$ cat config.mk
export PLATFORM = sky130hd
export DESIGN_NAME = fwap_mul
export DESIGN_NICKNAME = d
export VERILOG_FILES = /design/src/rtl/fixed_wing_autopilot_step_defines.svh /design/src/rtl/fwap_pkg.sv /design/src/rtl/fwap_mul.sv
export SDC_FILE = /design/constraint.sdc
export NUM_CORES = 2
export LEC_CHECK = 0
export ABC_AREA = 1
export BUFFER_PORTS_ARGS = -buffer_cell sky130_fd_sc_hd__buf_2
export CAP_MARGIN = 20
export CORE_UTILIZATION = 45
export DETAILED_ROUTE_END_ITERATION = 10
export HOLD_SLACK_MARGIN = 0.03
export MAX_ROUTING_LAYER = met4
export PLACE_DENSITY_LB_ADDON = 0.25
export SYNTH_ARGS = -nofsm -noshare
export SYNTH_HDL_FRONTEND = slang
export SYNTH_SLANG_ARGS = --single-unit
$ cat constraint.sdc
create_clock -name clock -period 7.6 [get_ports clock]
set_input_delay 1.52 -clock clock [delete_from_list [all_inputs] [get_ports clock]]
set_output_delay 1.52 -clock clock [all_outputs]
set_load 0.005 [all_outputs]
$ cat src/rtl/fixed_wing_autopilot_step_defines.svh
// Assertion macros for the autopilot step block.
`ifndef FIXED_WING_AUTOPILOT_STEP_DEFINES_SVH
`define FIXED_WING_AUTOPILOT_STEP_DEFINES_SVH
`ifndef SYNTH
// Check a condition in the same cycle as its trigger.
`define FWAP_ASSERT_NOW(label, ante, cons) \
   label: assert property (@(posedge clock) disable iff (reset) (ante) |-> (cons)) \
      else $error("assertion failed: label");
// Check a condition in the cycle after its trigger.
`define FWAP_ASSERT_NEXT(label, ante, cons) \
   label: assert property (@(posedge clock) disable iff (reset) (ante) |=> (cons)) \
      else $error("assertion failed: label");
`else
`define FWAP_ASSERT_NOW(label, ante, cons)
`define FWAP_ASSERT_NEXT(label, ante, cons)
`endif
`endif

$ cat src/rtl/fwap_pkg.sv
`default_nettype none
package fwap_pkg;

   localparam int DATA_WIDTH = 32;
   localparam int WIDE_WIDTH = DATA_WIDTH + 8;
   localparam int GAIN_WIDTH = 17;
   localparam int PROD_WIDTH = GAIN_WIDTH + DATA_WIDTH + 1;

   typedef logic signed [DATA_WIDTH-1:0] data_type;
   typedef logic signed [DATA_WIDTH:0]   sum_type;
   typedef logic signed [WIDE_WIDTH-1:0] wide_type;
   typedef logic signed [GAIN_WIDTH-1:0] gain_type;
   typedef logic signed [PROD_WIDTH-1:0] prod_type;

   localparam data_type DATA_MAX = {1'b0, {(DATA_WIDTH-1){1'b1}}};
   localparam data_type DATA_MIN = {1'b1, {(DATA_WIDTH-1){1'b0}}};
   localparam sum_type  SUM_MIN  = {1'b1, {DATA_WIDTH{1'b0}}};

   // Fixed limits and setpoints, Q16.16
   localparam data_type LIM_30DEG   = data_type'(34315);
   localparam data_type LIM_20DEG   = data_type'(22877);
   localparam data_type THETA_TO    = data_type'(17157);
   localparam data_type THR_MAX     = data_type'(131072);
   localparam data_type THR_LIM     = data_type'(163840);
   localparam data_type THR_DESC    = data_type'(16384);
   localparam data_type ALT_TAKEOFF = data_type'(983040);
   localparam data_type H_HOLD      = data_type'(1310720);

   // Flight modes
   typedef logic [1:0] mode_type;
   localparam mode_type MODE_TAKEOFF = 2'd0;
   localparam mode_type MODE_CLIMB   = 2'd1;
   localparam mode_type MODE_HOLD    = 2'd2;
   localparam mode_type MODE_DESCEND = 2'd3;

   // PI loop slots
   typedef logic [2:0] loop_type;
   localparam loop_type LOOP_COURSE   = 3'd0;
   localparam loop_type LOOP_CLIMB    = 3'd1;
   localparam loop_type LOOP_HOLD_THR = 3'd2;
   localparam loop_type LOOP_HOLD_ALT = 3'd3;
   localparam loop_type LOOP_DESCEND  = 3'd4;
   localparam int LOOP_COUNT = 5;

   // Register map, one 64-bit slot each
   typedef logic [2:0] reg_index_type;
   localparam reg_index_type REG_COURSE_ROLL = 3'd0;
   localparam reg_index_type REG_PITCH_ALT   = 3'd1;
   localparam reg_index_type REG_AIRSPEED    = 3'd2;
   localparam reg_index_type REG_FILTER      = 3'd3;
   localparam reg_index_type REG_TRIM        = 3'd4;

   // Saturate a wide value to the data width.
   function automatic data_type sat_dw(input wide_type x);
      if (x > wide_type'(DATA_MAX)) begin
         return DATA_MAX;
      end else if (x < wide_type'(DATA_MIN)) begin
         return DATA_MIN;
      end else begin
         return data_type'(x[DATA_WIDTH-1:0]);
      end
   endfunction

   // Clamp a wide value to +-lim.
   function automatic data_type clamp_lim(input wide_type x, input data_type lim);
      wide_type lw;
      lw = wide_type'(lim);
      if (x > lw) begin
         return lim;
      end else if (x < -lw) begin
         return -lim;
      end else begin
         return data_type'(x[DATA_WIDTH-1:0]);
      end
   endfunction

   // Pick one signed 16-bit gain field out of a packed register.
   function automatic gain_type gain_field(input logic [63:0] r, input logic [1:0] k);
      logic signed [15:0] f;
      f = r[16*k +: 16];
      return gain_type'(f);
   endfunction

endpackage
`default_nettype wire

$ cat src/rtl/fwap_mul.sv
`default_nettype none
module fwap_mul import fwap_pkg::*; (
   input  wire logic     clock,
   input  wire logic     mul_en,
   input  wire gain_type mul_gain,
   input  wire sum_type  mul_data,
   output wide_type      rnd12_out,
   output wide_type      rnd13_out
);

   localparam prod_type HALF12 = prod_type'(2048);
   localparam prod_type HALF13 = prod_type'(4096);

   prod_type prod_ff;
   prod_type prod_in;
   prod_type r12;
   prod_type r13;

   // Form the exact product
   assign prod_in = prod_type'(mul_gain) * prod_type'(mul_data);

   always_ff @(posedge clock) begin
      if (mul_en) begin
         prod_ff <= prod_in;
      end
   end

   // Round half up and drop fraction bits
   always_comb begin
      r12 = (prod_ff + HALF12) >>> 12;
      r13 = (prod_ff + HALF13) >>> 13;
      rnd12_out = wide_type'(r12);
      rnd13_out = wide_type'(r13);
   end

endmodule
`default_nettype wire
### After elaboration in Yosys (flattened, before gate mapping)

Index checks and enable logic that the tools add are counted.

| operators by class | value |
|---|---|
| multipliers | 1 |
| $add $sub $neg | 2 |

Operators with widths:

| operator | number |
|---|---|
| $add 50x13->50 const B | 1 |
| $add 50x14->50 const B | 1 |
| $mul 17x33->50 | 1 |

| storage, ports and cells | value |
|---|---|
| register bits | 50 |
| output and inout port bits | 80 |
| word-level logic and storage cells | 4 |

### Logic depth before layout (Yosys ltp)

| logic depth | value |
|---|---|
| depth after elaboration | 1 |
| mapped depth | 29 |
| mapped depth without buffers | 27 |

### Worst setup path before layout

No wires, ideal clock.

| path | value |
|---|---|
| kind | input to register |
| start | input port mul_data[32] |
| end | register prod_ff[43] (data pin) |
| required time | 7.346 ns |
| stages | 20 |
| slack | 0.380 ns |
| data arrival time | 6.966 ns |
| cells stage by stage | clkbuf_1 > clkbuf_1 > nand2_1 > fa_1 > inv_1 > fa_1 > inv_1 > fa_1 > fa_1 > fa_1 > fa_1 > inv_1 > ha_1 > nand2_1 > nor2_1 > inv_1 > nor3_1 > nand4_1 > nand4_1 > nand2_1 |

| on the way | value |
|---|---|
| longest elaborated chain between the ends | 1 |

RTL lines:

| what | line | RTL |
|---|---|---|
| start, declared | fwap_mul.sv:6 | `input wire sum_type mul_data,` |
| $mul 17x33->50 | fwap_mul.sv:20 | `assign prod_in = prod_type'(mul_gain) * prod_type'(mul_data);` |
| named net prod_in[43] | fwap_mul.sv:15 | `prod_type prod_in;` |
| end signal, assigned | fwap_mul.sv:24 | `prod_ff <= prod_in;` |
| end, declared | fwap_mul.sv:14 | `prod_type prod_ff;` |

The timed path passes the listed nets, and every way through them passes these cells.
A chain may end at the register's enable or synchronous reset.

### Worst setup path after layout

| path | value |
|---|---|
| start | input port mul_gain[2] |
| end | register prod_ff[46] (data pin) |

| on the way | value |
|---|---|
| longest elaborated chain between the ends | 1 |

RTL lines:

| what | line | RTL |
|---|---|---|
| start, declared | fwap_mul.sv:5 | `input wire gain_type mul_gain,` |
| $mul 17x33->50 | fwap_mul.sv:20 |  |
| named net prod_in[46] | fwap_mul.sv:15 |  |

The timed path passes the listed nets, and every way through them passes these cells.

==> results.json <==
{
  "status": "complete, no violations",
  "slowest_stage": "fa_1",
  "die_x_um": 230,
  "cts_num_sinks": 39,
  "cp_num_buf_inv": 6,
  "critPathCaptureType": "flop",
  "hold_class": "in -> reg",
  "viasPerCell": 4.89,
  "gp_congestion": 0.971,
  "finalHoldViolations": 0,
  "grt_pass1_vias": 20600,
  "drc": 0,
  "cp.arrival_ns": 7.25,
  "top_regs": "prod_ff (39)",
  "wl_per_cell_um": 16.5,
  "ant_nets": 0,
  "die_h_um": 230,
  "dp_hpwl_um": 55200,
  "synthSimpleGateAreaFrac_pct": 18.7,
  "cp_common_cell": "fa_1",
  "path_depth": 20,
  "wirelength_um": 62700,
  "path_cells": "buf_2 -> buf_4 -> nand2_1 -> fa_1 -> fa_1 -> fa_1 -> fa_1 -> inv_1 -> fa_1 -> inv_1 -> fa_1 -> inv_1 -> ha_1 -> nand2_1 -> nor2_1 -> inv_1 -> o211ai_1 -> nand3_1 -> nand4_1 -> nand2_1",
  "cts-root-buf": "clkbuf_16",
  "critPathMaxFanout": 22,
  "drtIter0Drc": 1154,
  "syn_to_final_growth_pct": 6.59,
  "crit_required_ns": 7.63,
  "fillers": 5109,
  "synth_top_family_by_area": "adder cells",
  "diodes": 0,
  "fmax_ghz": 0.138,
  "cts_max_level": 2,
  "final.min_clock_period_ns": 7.23,
  "ctsHoldBuffers": 0,
  "synth_area_mm2": 0.0234,
  "postCtsSetupBuffers": 0,
  "num_vias": 18600,
  "regMostFlops": "prod_ff",
  "netlist-cell-type-count": 45,
  "holdPathStages": 1,
  "fin_crit_sh_pct": 95.1,
  "first_pass_iters": 6,
  "core-area_mm2": 0.0513,
  "async_flop_share_pct": 0,
  "std_cell_rows": 83,
  "muxShareOfSynthArea_pct": 0,
  "holdWs_ns": 1.94,
  "cts_resized": 0,
  "port-buffer-count": 131,
  "yosysWarnings": 0,
  "largest_register_ffs": 39,
  "startpoint": "mul_gain[2]",
  "crit_family": "adder cells",
  "fin_area_mm2": 0.0249,
  "nNetsFinal": 3827,
  "synth-edff-count": 39,
  "clockBufferDepth": 2,
  "synth-compound-area-share_pct": 3.18,
  "dpl_cell_area_mm2": 0.0248,
  "tritoncts": "done",
  "critPathMaxStageDelay_ns": 0.58,
  "clk_pin_slew_ns": 0.07,
  "crit_type": "in -> reg",
  "maxCapViolCount": 0,
  "grt_max_degree": 40,
  "synth_seq_area_share_pct": 5.00,
  "syn_area_per_cell_um2": 7.59,
  "final_util_pct": 48.6,
  "synth-xor-area-share_pct": 3.66,
  "synth_nets": 3786,
  "antenna_found_initial": 1,
  "synth_ff_type": "edfxtp_1",
  "slew_headroom_pct": 36.6,
  "synth_seq_cells": 39,
  "worst_pin_slew_ns": 0.951,
  "slew_violations": 0,
  "start_util_pct": 45.6,
  "track_usage_pct": 25.8,
  "synth-adder-area-share_pct": 51.9,
  "layout-drive-gt1-share_pct": 6.91,
  "rsz0062_at_grt": "false",
  "cts-buffers-inserted": 5,
  "tns_ns": 0,
  "grt_pass1_wl_um": 106000,
  "io_pins": 132,
  "setup_viol": 0,
  "crit_end": "prod_ff[46]",
  "grt-ovfl-total": 0,
  "syn_inst": 3084,
  "critPathLaunchType": "input port",
  "die_area_mm2": 0.0529
}
placed cells by master, fill, tap and decap left out, types with 11 or more instances in the layout:
| master | n |
|---|---|
| a21o_1 | 11 |
| a21oi_1 | 68 |
| buf_2 | 131 |
| buf_4 | 30 |
| edfxtp_1 | 39 |
| fa_1 | 535 |
| ha_1 | 115 |
| inv_1 | 946 |
| nand2_1 | 779 |
| nand3_1 | 44 |
| nand4_1 | 18 |
| nor2_1 | 173 |
| nor3_1 | 25 |
| o21ai_0 | 38 |
| xnor2_1 | 16 |
| xor2_1 | 78 |
cells by family (layout without fill, tap and decap cells):
family / count (synthesis) / count (layout)
AOI/OAI and AO/OA: 135 / 135
DFF: 39 / 39
and+or+nand+nor: 1077 / 1077
xor gates and xnor gates: 96 / 96
buffers and inverters: 1087 / 1129
adders and majority gates: 650 / 650
cell usage after synthesis, types with 2 or more instances:
cell type	count	share of area, %
a21oi_1	68	1.5
nor2_1	173	2.8
o21bai_1	9	0.29
clkbuf_1	128	2.1
nand4_1	18	0.48
nor2_4	4	0.19
xnor2_1	16	0.60
nand2_1	779	12
nor4_1	3	0.080
nor4_4	2	0.18
nor3_2	4	0.17
a21o_1	11	0.35
edfxtp_1	39	5.0
nand3_1	44	0.94
buf_2	2	0.043
nand2_4	2	0.096
buf_4	6	0.19
nand2_2	4	0.11
o21a_1	3	0.096
inv_2	3	0.048
o21ai_1	2	0.043
nor3_1	25	0.53
inv_1	946	15
o211ai_1	2	0.064
o21ai_0	38	0.81
or2_2	8	0.21
xor2_1	78	2.9
nor2_2	2	0.053
fa_1	535	46
ha_1	115	6.1
layout make-up:
cell class / count / area [um2] / share of cell area [%]
clock buffer: 5 / 125 / 0.502
inverter: 950 / 3570 / 14.3
multi-input combinational: 1958 / 18100 / 72.7
clock inverter: 3 / 23.8 / 0.0953
timing repair buffer: 171 / 1080 / 4.33
tap: 680 / 851 / 3.41
sequential: 39 / 1170 / 4.69
stage by stage:
stage,setup WS (ns),instances
5_1_grt,0.0257,3806
3_5_place_dp,0.112,3798
2_1_floorplan,0.380,3084
3_3_place_gp,0.129,3798
6_report,0.375,3806
4_1_cts,0.420,3806
worst min path at each step:
stage	to	from	slack (ns)
final	prod_ff[26]	mul_en	1.94
after global routing	prod_ff[49]	mul_en	1.98
after CTS	prod_ff[40]	mul_en	1.94
after detailed placement	rnd13_out[8]	prod_ff[21]	2.12
after global placement	rnd12_out[1]	prod_ff[13]	2.10
after floorplan	prod_ff[11]	mul_en	1.63
layer usage:
metal / up-vias / track usage [%] / part of all wire, % / routed length (um)
met5: - / - / 0 / 0
met4: 0 / 4.68 / 1.5 / 951
li1: 8710 / - / - / -
met1: 9368 / 33.1 / 44 / 27300
met3: 70 / 1.43 / 4.0 / 2510
met2: 476 / 45.6 / 51 / 31900
Power is not shown: default switching activity piles up to over one toggle a cycle in this logic, so the estimate is an artifact.
